`src/hdl/rgbsl_pkg.sv`:
```
// ============================================================================
// rgbsl_pkg: shared types and constants of the rgb status light
// Item layouts, command codes, register indexes, reset colours and the
// command/status bundles between controller and datapath.
// ============================================================================
package rgbsl_pkg;

    localparam int NUM_LEDS_DEF = 6;
    localparam int MAX_LEDS     = 8;

    // command codes of an input item
    localparam logic [2:0] CMD_TICK    = 3'd0;
    localparam logic [2:0] CMD_SET_ALL = 3'd1;
    localparam logic [2:0] CMD_SET_ONE = 3'd2;
    localparam logic [2:0] CMD_BLINK   = 3'd3;
    localparam logic [2:0] CMD_PING    = 3'd4;

    // result kinds
    localparam logic KIND_WORD   = 1'b0;
    localparam logic KIND_STATUS = 1'b1;

    localparam logic [7:0] SEL_ALL   = 8'd255;
    localparam logic [7:0] MASK_ALL  = 8'hff;
    localparam logic [7:0] DIM_LEVEL = 8'h05;

    // configuration register indexes (address bit 2)
    localparam logic REG_BLINK_PERIOD    = 1'b0;
    localparam logic REG_STANDBY_TIMEOUT = 1'b1;

    localparam logic [7:0] BLINK_PERIOD_RST    = 8'd5;
    localparam logic [7:0] STANDBY_TIMEOUT_RST = 8'd0;

    typedef struct packed {
        logic [2:0] cmd;
        logic [7:0] led_select;
        logic [7:0] red_in;
        logic [7:0] green_in;
        logic [7:0] blue_in;
    } in_item_t;

    typedef struct packed {
        logic       kind;
        logic [2:0] led_number;
        logic [7:0] red_out;
        logic [7:0] green_out;
        logic [7:0] blue_out;
        logic       status_nok;
        logic       last;
    } out_item_t;

    // controller -> datapath
    typedef struct packed {
        logic load_item;
        logic adv_tick;
        logic do_toggle;
        logic set_dark;
        logic wake;
        logic act;
        logic emit_word;
        logic emit_status;
        logic word_last;
    } dp_cmd_t;

    // datapath -> controller
    typedef struct packed {
        logic in_tick;
        logic item_tick;
        logic toggle_due;
        logic standby_due;
        logic lit;
        logic frame_needed;
        logic at_last_word;
        logic out_free;
    } dp_stat_t;

    // {red, green, blue} after reset: leds 2 and 3 dim white, the rest dim red
    function automatic logic [23:0] reset_colour(input int idx);
        logic [23:0] c;
        if ((idx % MAX_LEDS) == 2 || (idx % MAX_LEDS) == 3) begin
            c = {DIM_LEVEL, DIM_LEVEL, DIM_LEVEL};
        end else begin
            c = {DIM_LEVEL, 8'd0, 8'd0};
        end
        return c;
    endfunction

endpackage

```
`src/hdl/rgb_status_light_blink_watchdog_top.sv`:
```
// sequence: an item is taken in ST_IDLE; a tick then passes ST_ADV and ST_TDEC,
//   a command ST_WAKE and ST_ACT; a frame is NUM_LEDS words, a status one word
// flow: one item at a time, s_ready only in ST_IDLE; a command on a dark light sends a
//   wake frame, then any frame of its own, then a status word; words wait on m_ready
// reset: synchronous, active low; all but item_reg/m_data_reg return to defaults at once
// ============================================================================
// rgb_status_light_blink_watchdog_top: rgb status light with blink and standby
// APB register block for blink period and standby timeout, plus the
// sequencing controller and the light datapath.
// ============================================================================
module rgb_status_light_blink_watchdog_top #(
    parameter int NUM_LEDS = rgbsl_pkg::NUM_LEDS_DEF
) (
    input  logic                 aclk,
    input  logic                 aresetn,
    input  logic                 s_valid,
    output logic                 s_ready,
    input  rgbsl_pkg::in_item_t  s_data,
    output logic                 m_valid,
    input  logic                 m_ready,
    output rgbsl_pkg::out_item_t m_data,
    input  logic                 psel,
    input  logic                 penable,
    input  logic                 pwrite,
    input  logic [2:0]           paddr,
    input  logic [31:0]          pwdata,
    output logic [31:0]          prdata,
    output logic                 pready
);

    logic [7:0] blink_period_reg, blink_period_next;
    logic [7:0] standby_timeout_reg, standby_timeout_next;
    logic       reg_write;

    rgbsl_pkg::dp_cmd_t  cmd;
    rgbsl_pkg::dp_stat_t stat;

    assign pready    = 1'b1;
    assign reg_write = psel && penable && pwrite;

    always_comb begin
        blink_period_next    = blink_period_reg;
        standby_timeout_next = standby_timeout_reg;
        if (reg_write) begin
            case (paddr[2])
                rgbsl_pkg::REG_BLINK_PERIOD:    blink_period_next    = pwdata[7:0];
                rgbsl_pkg::REG_STANDBY_TIMEOUT: standby_timeout_next = pwdata[7:0];
                default: begin
                end
            endcase
        end
    end

    always_comb begin
        case (paddr[2])
            rgbsl_pkg::REG_BLINK_PERIOD:    prdata = {24'd0, blink_period_reg};
            rgbsl_pkg::REG_STANDBY_TIMEOUT: prdata = {24'd0, standby_timeout_reg};
            default:                        prdata = 32'd0;
        endcase
    end

    always_ff @(posedge aclk) begin
        if (!aresetn) begin
            blink_period_reg    <= rgbsl_pkg::BLINK_PERIOD_RST;
            standby_timeout_reg <= rgbsl_pkg::STANDBY_TIMEOUT_RST;
        end else begin
            blink_period_reg    <= blink_period_next;
            standby_timeout_reg <= standby_timeout_next;
        end
    end

    rgbsl_ctrl u_ctrl (
        .aclk    (aclk),
        .aresetn (aresetn),
        .s_valid (s_valid),
        .s_ready (s_ready),
        .stat    (stat),
        .cmd     (cmd)
    );

    rgbsl_datapath #(
        .NUM_LEDS (NUM_LEDS)
    ) u_datapath (
        .aclk            (aclk),
        .aresetn         (aresetn),
        .s_data          (s_data),
        .blink_period    (blink_period_reg),
        .standby_timeout (standby_timeout_reg),
        .cmd             (cmd),
        .stat            (stat),
        .m_valid         (m_valid),
        .m_ready         (m_ready),
        .m_data          (m_data)
    );

endmodule

```
`src/hdl/rgbsl_ctrl.sv`:
```
// ============================================================================
// rgbsl_ctrl: sequencing state machine of the rgb status light
// Walks one item through tick handling or command wake/action, then drives
// the frame and status words into the output register.
// ============================================================================
module rgbsl_ctrl (
    input  logic               aclk,
    input  logic               aresetn,
    input  logic               s_valid,
    output logic               s_ready,
    input  rgbsl_pkg::dp_stat_t stat,
    output rgbsl_pkg::dp_cmd_t  cmd
);

    typedef enum logic [6:0] {
        ST_IDLE   = 7'b0000001,
        ST_ADV    = 7'b0000010,
        ST_TDEC   = 7'b0000100,
        ST_WAKE   = 7'b0001000,
        ST_ACT    = 7'b0010000,
        ST_FRAME  = 7'b0100000,
        ST_STATUS = 7'b1000000
    } state_t;

    state_t state_reg, state_next;
    logic   stby_pend_reg, stby_pend_next;
    logic   act_pend_reg, act_pend_next;

    always_comb begin
        state_next     = state_reg;
        stby_pend_next = stby_pend_reg;
        act_pend_next  = act_pend_reg;
        cmd            = '0;
        s_ready        = (state_reg == ST_IDLE);
        case (state_reg)
            ST_IDLE: begin
                if (s_valid) begin
                    cmd.load_item  = 1'b1;
                    stby_pend_next = 1'b0;
                    act_pend_next  = 1'b0;
                    state_next     = stat.in_tick ? ST_ADV : ST_WAKE;
                end
            end
            ST_ADV: begin
                cmd.adv_tick = 1'b1;
                state_next   = ST_TDEC;
            end
            ST_TDEC: begin
                cmd.do_toggle = stat.toggle_due;
                if (stat.toggle_due) begin
                    stby_pend_next = stat.standby_due;
                    state_next     = ST_FRAME;
                end else if (stat.standby_due) begin
                    cmd.set_dark = 1'b1;
                    state_next   = ST_FRAME;
                end else begin
                    state_next = ST_IDLE;
                end
            end
            ST_WAKE: begin
                cmd.wake = 1'b1;
                if (!stat.lit) begin
                    // wake frame goes out before the action
                    act_pend_next = 1'b1;
                    state_next    = ST_FRAME;
                end else begin
                    state_next = ST_ACT;
                end
            end
            ST_ACT: begin
                cmd.act       = 1'b1;
                act_pend_next = 1'b0;
                state_next    = stat.frame_needed ? ST_FRAME : ST_STATUS;
            end
            ST_FRAME: begin
                cmd.word_last = stat.item_tick && !stby_pend_reg && stat.at_last_word;
                if (stat.out_free) begin
                    cmd.emit_word = 1'b1;
                    if (stat.at_last_word) begin
                        if (stby_pend_reg) begin
                            // standby frame right after the blink frame
                            cmd.set_dark   = 1'b1;
                            stby_pend_next = 1'b0;
                        end else if (act_pend_reg) begin
                            state_next = ST_ACT;
                        end else if (!stat.item_tick) begin
                            state_next = ST_STATUS;
                        end else begin
                            state_next = ST_IDLE;
                        end
                    end
                end
            end
            ST_STATUS: begin
                if (stat.out_free) begin
                    cmd.emit_status = 1'b1;
                    state_next      = ST_IDLE;
                end
            end
            default: begin
                state_next = ST_IDLE;
            end
        endcase
    end

    always_ff @(posedge aclk) begin
        if (!aresetn) begin
            state_reg     <= ST_IDLE;
            stby_pend_reg <= 1'b0;
            act_pend_reg  <= 1'b0;
        end else begin
            state_reg     <= state_next;
            stby_pend_reg <= stby_pend_next;
            act_pend_reg  <= act_pend_next;
        end
    end

endmodule

```
`src/hdl/rgbsl_datapath.sv`:
```
// ============================================================================
// rgbsl_datapath: state and output path of the rgb status light
// Holds the colour store, blink mask and phase, tick time, watchdog deadline,
// the current item and the output register; acts on controller commands.
// ============================================================================
module rgbsl_datapath #(
    parameter int NUM_LEDS = rgbsl_pkg::NUM_LEDS_DEF
) (
    input  logic                aclk,
    input  logic                aresetn,
    input  rgbsl_pkg::in_item_t s_data,
    input  logic [7:0]          blink_period,
    input  logic [7:0]          standby_timeout,
    input  rgbsl_pkg::dp_cmd_t  cmd,
    output rgbsl_pkg::dp_stat_t stat,
    output logic                m_valid,
    input  logic                m_ready,
    output rgbsl_pkg::out_item_t m_data
);

    localparam int CNT_W = (NUM_LEDS > 1) ? $clog2(NUM_LEDS) : 1;
    localparam logic [CNT_W-1:0] LAST_LED = CNT_W'(NUM_LEDS - 1);

    rgbsl_pkg::in_item_t  item_reg;
    logic [15:0]          tick_time_reg, tick_time_next;
    logic [15:0]          next_toggle_reg, next_toggle_next;
    logic [15:0]          deadline_reg, deadline_next;
    logic                 phase_reg, phase_next;
    logic                 lit_reg, lit_next;
    logic [7:0]           mask_reg, mask_next;
    logic [23:0]          colour_reg [NUM_LEDS];
    logic [23:0]          colour_next [NUM_LEDS];
    logic [CNT_W-1:0]     led_cnt_reg, led_cnt_next;
    logic                 m_valid_reg, m_valid_next;
    rgbsl_pkg::out_item_t m_data_reg, m_data_next;

    logic [15:0]      toggle_dist;
    logic             sel_ok;
    logic [CNT_W-1:0] sel_idx;
    logic [2:0]       led_idx;
    logic [23:0]      shown;
    logic             dark;
    logic             out_free;
    logic [23:0]      rgb_in;

    assign toggle_dist = next_toggle_reg - tick_time_reg;
    assign sel_ok      = item_reg.led_select < 8'(NUM_LEDS);
    assign sel_idx     = item_reg.led_select[CNT_W-1:0];
    assign led_idx     = 3'(led_cnt_reg);
    assign shown       = colour_reg[led_cnt_reg];
    assign dark        = !lit_reg || (!phase_reg && mask_reg[led_idx]);
    assign out_free    = !m_valid_reg || m_ready;
    assign rgb_in      = {item_reg.red_in, item_reg.green_in, item_reg.blue_in};

    always_comb begin
        stat.in_tick      = (s_data.cmd == rgbsl_pkg::CMD_TICK);
        stat.item_tick    = (item_reg.cmd == rgbsl_pkg::CMD_TICK);
        stat.toggle_due   = (toggle_dist[15:8] != 8'd0) || (toggle_dist == 16'd0);
        stat.standby_due  = (standby_timeout != 8'd0) && (deadline_reg == tick_time_reg);
        stat.lit          = lit_reg;
        stat.frame_needed = (item_reg.cmd == rgbsl_pkg::CMD_SET_ALL) ||
                            ((item_reg.cmd == rgbsl_pkg::CMD_SET_ONE) && sel_ok);
        stat.at_last_word = (led_cnt_reg == LAST_LED);
        stat.out_free     = out_free;
    end

    always_comb begin
        tick_time_next   = tick_time_reg;
        next_toggle_next = next_toggle_reg;
        deadline_next    = deadline_reg;
        phase_next       = phase_reg;
        lit_next         = lit_reg;
        mask_next        = mask_reg;
        for (int i = 0; i < NUM_LEDS; i++) begin
            colour_next[i] = colour_reg[i];
        end

        if (cmd.adv_tick) begin
            tick_time_next = tick_time_reg + 16'd1;
        end
        if (cmd.do_toggle) begin
            next_toggle_next = tick_time_reg + {8'd0, blink_period};
            phase_next       = !phase_reg;
        end
        if (cmd.wake) begin
            deadline_next = tick_time_reg + {8'd0, standby_timeout};
            lit_next      = 1'b1;
        end
        if (cmd.set_dark) begin
            lit_next = 1'b0;
        end
        if (cmd.act) begin
            case (item_reg.cmd)
                rgbsl_pkg::CMD_SET_ALL: begin
                    for (int i = 0; i < NUM_LEDS; i++) begin
                        colour_next[i] = rgb_in;
                    end
                    mask_next = 8'd0;
                end
                rgbsl_pkg::CMD_SET_ONE: begin
                    if (sel_ok) begin
                        for (int i = 0; i < NUM_LEDS; i++) begin
                            if (sel_idx == CNT_W'(i)) begin
                                colour_next[i] = rgb_in;
                            end
                        end
                        mask_next[item_reg.led_select[2:0]] = 1'b0;
                    end
                end
                rgbsl_pkg::CMD_BLINK: begin
                    if (item_reg.led_select == rgbsl_pkg::SEL_ALL) begin
                        mask_next = rgbsl_pkg::MASK_ALL;
                    end else if (item_reg.led_select < 8'(rgbsl_pkg::MAX_LEDS)) begin
                        mask_next[item_reg.led_select[2:0]] = 1'b1;
                    end
                end
                default: begin
                end
            endcase
        end
    end

    // frame word counter and output register
    always_comb begin
        led_cnt_next = led_cnt_reg;
        m_valid_next = m_valid_reg;
        m_data_next  = m_data_reg;
        if (m_ready) begin
            m_valid_next = 1'b0;
        end
        if (cmd.emit_word) begin
            led_cnt_next = (led_cnt_reg == LAST_LED) ? '0 : led_cnt_reg + CNT_W'(1);
            m_valid_next = 1'b1;
            m_data_next.kind       = rgbsl_pkg::KIND_WORD;
            m_data_next.led_number = led_idx;
            m_data_next.red_out    = dark ? 8'd0 : shown[23:16];
            m_data_next.green_out  = dark ? 8'd0 : shown[15:8];
            m_data_next.blue_out   = dark ? 8'd0 : shown[7:0];
            m_data_next.status_nok = 1'b0;
            m_data_next.last       = cmd.word_last;
        end else if (cmd.emit_status) begin
            m_valid_next = 1'b1;
            m_data_next.kind       = rgbsl_pkg::KIND_STATUS;
            m_data_next.led_number = 3'd0;
            m_data_next.red_out    = 8'd0;
            m_data_next.green_out  = 8'd0;
            m_data_next.blue_out   = 8'd0;
            m_data_next.status_nok = ((item_reg.cmd == rgbsl_pkg::CMD_SET_ONE) && !sel_ok) ||
                                     (item_reg.cmd > rgbsl_pkg::CMD_PING);
            m_data_next.last       = 1'b1;
        end
    end

    always_ff @(posedge aclk) begin
        if (cmd.load_item) begin
            item_reg <= s_data;
        end
        m_data_reg <= m_data_next;
    end

    always_ff @(posedge aclk) begin
        if (!aresetn) begin
            tick_time_reg   <= 16'd0;
            next_toggle_reg <= 16'd0;
            deadline_reg    <= 16'd0;
            phase_reg       <= 1'b1;
            lit_reg         <= 1'b1;
            mask_reg        <= 8'd0;
            led_cnt_reg     <= '0;
            m_valid_reg     <= 1'b0;
            for (int i = 0; i < NUM_LEDS; i++) begin
                colour_reg[i] <= rgbsl_pkg::reset_colour(i);
            end
        end else begin
            tick_time_reg   <= tick_time_next;
            next_toggle_reg <= next_toggle_next;
            deadline_reg    <= deadline_next;
            phase_reg       <= phase_next;
            lit_reg         <= lit_next;
            mask_reg        <= mask_next;
            led_cnt_reg     <= led_cnt_next;
            m_valid_reg     <= m_valid_next;
            for (int i = 0; i < NUM_LEDS; i++) begin
                colour_reg[i] <= colour_next[i];
            end
        end
    end

    assign m_valid = m_valid_reg;
    assign m_data  = m_data_reg;

    a_emit_into_free_slot: assert property (@(posedge aclk) disable iff (!aresetn)
        (cmd.emit_word || cmd.emit_status) |-> out_free)
        else $error("result loaded while output register is stalled");

    a_standby_only_on_command: assert property (@(posedge aclk) disable iff (!aresetn)
        $fell(lit_reg) |-> $past(cmd.set_dark))
        else $error("light went dark without a standby command");

    a_led_count_in_range: assert property (@(posedge aclk) disable iff (!aresetn)
        led_cnt_reg <= LAST_LED)
        else $error("frame word counter out of range");

    a_tick_time_only_on_tick: assert property (@(posedge aclk) disable iff (!aresetn)
        ($past(aresetn) && !$past(cmd.adv_tick)) |-> $stable(tick_time_reg))
        else $error("tick time moved without a tick");

endmodule
```
`config.mk`:
```
export PLATFORM = sky130hd
export DESIGN_NAME = rgb_status_light_blink_watchdog_top
export DESIGN_NICKNAME = d
export VERILOG_FILES = /design/src/hdl/rgbsl_pkg.sv /design/src/hdl/rgb_status_light_blink_watchdog_top.sv /design/src/hdl/rgbsl_ctrl.sv /design/src/hdl/rgbsl_datapath.sv
export SDC_FILE = /design/constraint.sdc
export NUM_CORES = 1
export LEC_CHECK = 0
export BUFFER_PORTS_ARGS = -buffer_cell sky130_fd_sc_hd__buf_2
export CAP_MARGIN = 30
export CELL_PAD_IN_SITES_DETAIL_PLACEMENT = 1
export CELL_PAD_IN_SITES_GLOBAL_PLACEMENT = 1
export CORE_MARGIN = 5
export CORE_UTILIZATION = 35
export DETAILED_ROUTE_END_ITERATION = 12
export GPL_ROUTABILITY_DRIVEN = 0
export GPL_TIMING_DRIVEN = 1
export HOLD_SLACK_MARGIN = 0.05
export PLACE_DENSITY = 0.74
export SYNTH_ARGS = -nofsm -noshare
export SYNTH_HDL_FRONTEND = slang
export SYNTH_SLANG_ARGS = --single-unit
```
`constraint.sdc`:
```
create_clock -name aclk -period 5.5 [get_ports aclk]
set_clock_uncertainty 0.15 [all_clocks]
set_input_delay 0.275 -clock aclk [delete_from_list [all_inputs] [get_ports aclk]]
set_output_delay 0.275 -clock aclk [all_outputs]
set_load 0.1 [all_outputs]
```
==> flow_summary.yaml <==
yosys:
  yosysWarnings: 0
  ys_seq_area_share_pct: 54.8
  yosysTopAreaCell: "edfxtp_1"
  synth_top_area_share_pct: 42.3
  yosys.area_share.simple_pct: 18.0
  async_flop_share_pct: 0
  synthCells: 1307
  ys_seq_elements: 299
  synth_xor_area_share_pct: 3.51
  synth_mux_area_share_pct: 7.25
  synth_edf_count: 207
  synth_area_leaders: "edfxtp_1 (42%), dfxtp_1 (13%), and2_1 (5.5%)"
  synth_adder_area_share_pct: 3.13
  synth_compound_area_share_pct: 9.25
  yosys_most_used_dff: "edfxtp_1"
  yosysUniqueCellTypes: 74
  syn_area_per_cell_um2: 11.3
  synth_area_um2: 14700
  synth_top_family_by_area: "simple AND/OR/NAND/NOR gates"
sta:
  rsz0062_at_grt: "no"
  setup_tns_ps: 0
  finalSetupViolCount: 0
  min_period_ps: 3650
  finalMaxSlewViolations: 0
  relSlewSlack_pct: 44.1
  worstMarginPinSlew_ps: 833
  finalHoldViolCount: 0
  max_freq_mhz: 274
  layout_setup_ws_ps: 1850
  finalCritPeriodShare_pct: 66.3
clock_network:
  postCtsHoldBufs: 44
  cts_sinks: 299
  cts_tree: "done"
  root_buffer: "clkbuf_16"
  clk_pin_slew_ps: 60
  clkLatencyLatePin_ps: 540
  htreeDepth: 2
  cts_buffer_depth: 3
  numCtsBuffers: 34
  post_cts_resize_count: 0
  post-cts-setup-buffers: 0
grt:
  grt_use_total_pct: 16.6
  grt_pass1_vias: 11500
  grt_pass1_wl_um: 62600
  grt_overflow: 0
  antenna_found_initial: 1
  grt_max_degree: 53
drt:
  ant_nets: 0
  dr_total_vias: 10600
  firstDrtPassIters: 4
  initialDrtViolationCount: 534
  wl_per_cell_um: 19.6
  totalWireLength_um: 39200
  viasPerCell: 5.28
  drc_errors: 0
power:
  switchingPower_uw: 1330
  power_frac_comb_pct: 8.2
  swShare_pct: 25.5
  clkPwrFrac_pct: 42.7
  seqPwrFrac_pct: 49.1
  internal_power_uw: 3890
  leakage_uw: 0.00646
  ir_drop_uv: 178
  powerDensity_nw_per_um2: 301
critical_path:
  reg2regPathDepth: 10
  reg2reg_slack_ps: 1850
  max_stage_delay_ps: 570
  critPathArrivalTime_ps: 3950
  crit_chain: "inv_1 -> ha_1 -> nor2b_1 -> o2111ai_2 -> a211oi_1 -> or4_4 -> a211oi_4 -> nand4_4 -> nand2_4 -> mux2i_1"
  r2r_end: "u_datapath.next_toggle_reg[11]"
  critical_path_depth: 10
  worstSetupStartpointType: "register"
  cp-end-kind: "register"
  r2r_start: "u_datapath.tick_time_reg[1]"
  worstSetupPathType: "reg2reg"
  crit_buf_inv: 1
  crit_fanout: 19
  cp_slowest_cell: "dfxtp_1"
  crit_family: "simple AND/OR/NAND/NOR gates"
  cp.required_ps: 5800
final_layout:
  synthToLayoutAreaGrowth_pct: 17.7
  largest_reg_flops: 144
  n_fill_cell: 4510
  nets: 1549
  drive_gt1_share_pct: 15.7
  utilization_pct: 41.5
placed_design:
  dp_hpwl_um: 26400
  port_buffers: 90
  place_ws_ps: 1890
floorplanning:
  coreArea_um2: 41800
  die_area_um2: 46200
  rows: 75
  start_util_pct: 35.2
  pin_count: 142
  die_h_um: 215
  die_w_um: 215
hold_path:
  hold_path_class: "in2reg"
  hold_depth: 5
  hold_end: "standby_timeout_reg[7]"
  worstHoldStart: "penable"
job:
  drv_cap: 0
status:
  status: "finished clean"
==> worst register-to-register path, stage by stage (launching register included) <==
cell and delay, ps:
dfxtp_1 570, inv_1 240, ha_1 340, nor2b_1 150
o2111ai_2 250, a211oi_1 170, or4_4 550, a211oi_4 260
nand4_4 340, nand2_4 330, mux2i_1 230
==> logic make-up after synthesis <==
family,count (synthesis)
xor gates and xnor gates,59
AOI/OAI and AO/OA,217
DFF,299
buffers and inverters,128
and+or+nand+nor,494
muxes,73
adders and majority gates,35
other,2
==> Yosys cell counts, types with 8 or more instances <==
library cell	number
and3_1	8
mux2_2	8
nand4_1	13
mux2i_1	39
nand3_1	23
nor2_1	94
a211oi_1	28
ha_1	32
buf_4	26
or3_1	33
inv_1	37
nor2b_1	11
xnor2_1	48
nor4_1	10
dfxtp_1	92
nand2_1	96
edfxtp_1	207
mux4_2	26
nor3_1	26
a21oi_1	80
o21ai_0	49
nor3b_1	9
a21o_1	9
xor2_1	11
and2_1	129
nand2b_1	11
clkbuf_1	55
==> per-layer routing <==
layer  share of wire, %  vias to the layer above  track usage, %
li1                   -                     4951               -
met1                 42                     5347            20.6
met2                 52                      219            30.6
met3                4.1                       49            2.43
met4                1.8                        0            4.03
met5                  0                        -               0
==> power groups by stage <==
| stage | logic, uW | clock network, uW | registers [uW] |
|---|---|---|---|
| 2_1_floorplan | 300 | 0 | 2580 |
| 3_3_place_gp | 383 | 0 | 2600 |
| 3_5_place_dp | 392 | 0 | 2610 |
| 4_1_cts | 419 | 2270 | 2560 |
| 5_1_grt | 459 | 2380 | 2570 |
| 6_report | 427 | 2230 | 2560 |
==> how the worst max path moves through the flow <==
| stage | startpoint | end | slack [ps] |
|---|---|---|---|
| finish | u_datapath.tick_time_reg[1] | u_datapath.next_toggle_reg[11] | 1850 |
| global route | u_datapath.tick_time_reg[1] | u_datapath.next_toggle_reg[11] | 1590 |
| floorplan | u_ctrl.state_reg[2] | u_datapath.colour_reg[2][0] | 1720 |
| global placement | u_ctrl.state_reg[2] | u_datapath.colour_reg[5][6] | 1860 |
| CTS | u_datapath.tick_time_reg[1] | u_datapath.next_toggle_reg[5] | 1850 |
| detailed placement | u_datapath.tick_time_reg[1] | u_datapath.next_toggle_reg[11] | 1890 |
==> area by class of cell <==
cell class                      count  area (um^2)  share of cell area, %
Tap cell                          539          674                   3.90
Timing Repair Buffer              161         1160                   6.71
Clock inverter                     19          193                   1.11
Multi-Input combinational cell    903         6180                   35.7
Inverter                           38          143                  0.824
Antenna cell                        1         2.50                 0.0145
Clock buffer                       43          905                   5.22
Sequential cell                   299         8060                   46.5
==> cell usage in the layout, fill, tap and decap left out, types with 28 or more instances in the layout <==
cell           instances
mux2i_1               39
and2_1               128
or3_1                 33
a21oi_1               80
inv_1                 37
nor2_1                94
o21ai_0               43
dfxtp_1               91
a211oi_1              28
ha_1                  32
xnor2_1               48
nand2_1               96
buf_2                 90
dlygate4sd3_1         44
clkbuf_16             34
edfxtp_1             207
==> through the flow <==
step	power (uW)	area (um^2)	hold slack [ps]	instances
5_1_grt	5410	17300	169	2003
3_3_place_gp	2980	15700	303	1891
4_1_cts	5250	17300	121	2000
2_1_floorplan	2880	14800	224	1330
6_report	5220	17300	128	2003
3_5_place_dp	3000	15700	304	1894
(Power assumes the default switching activity.)
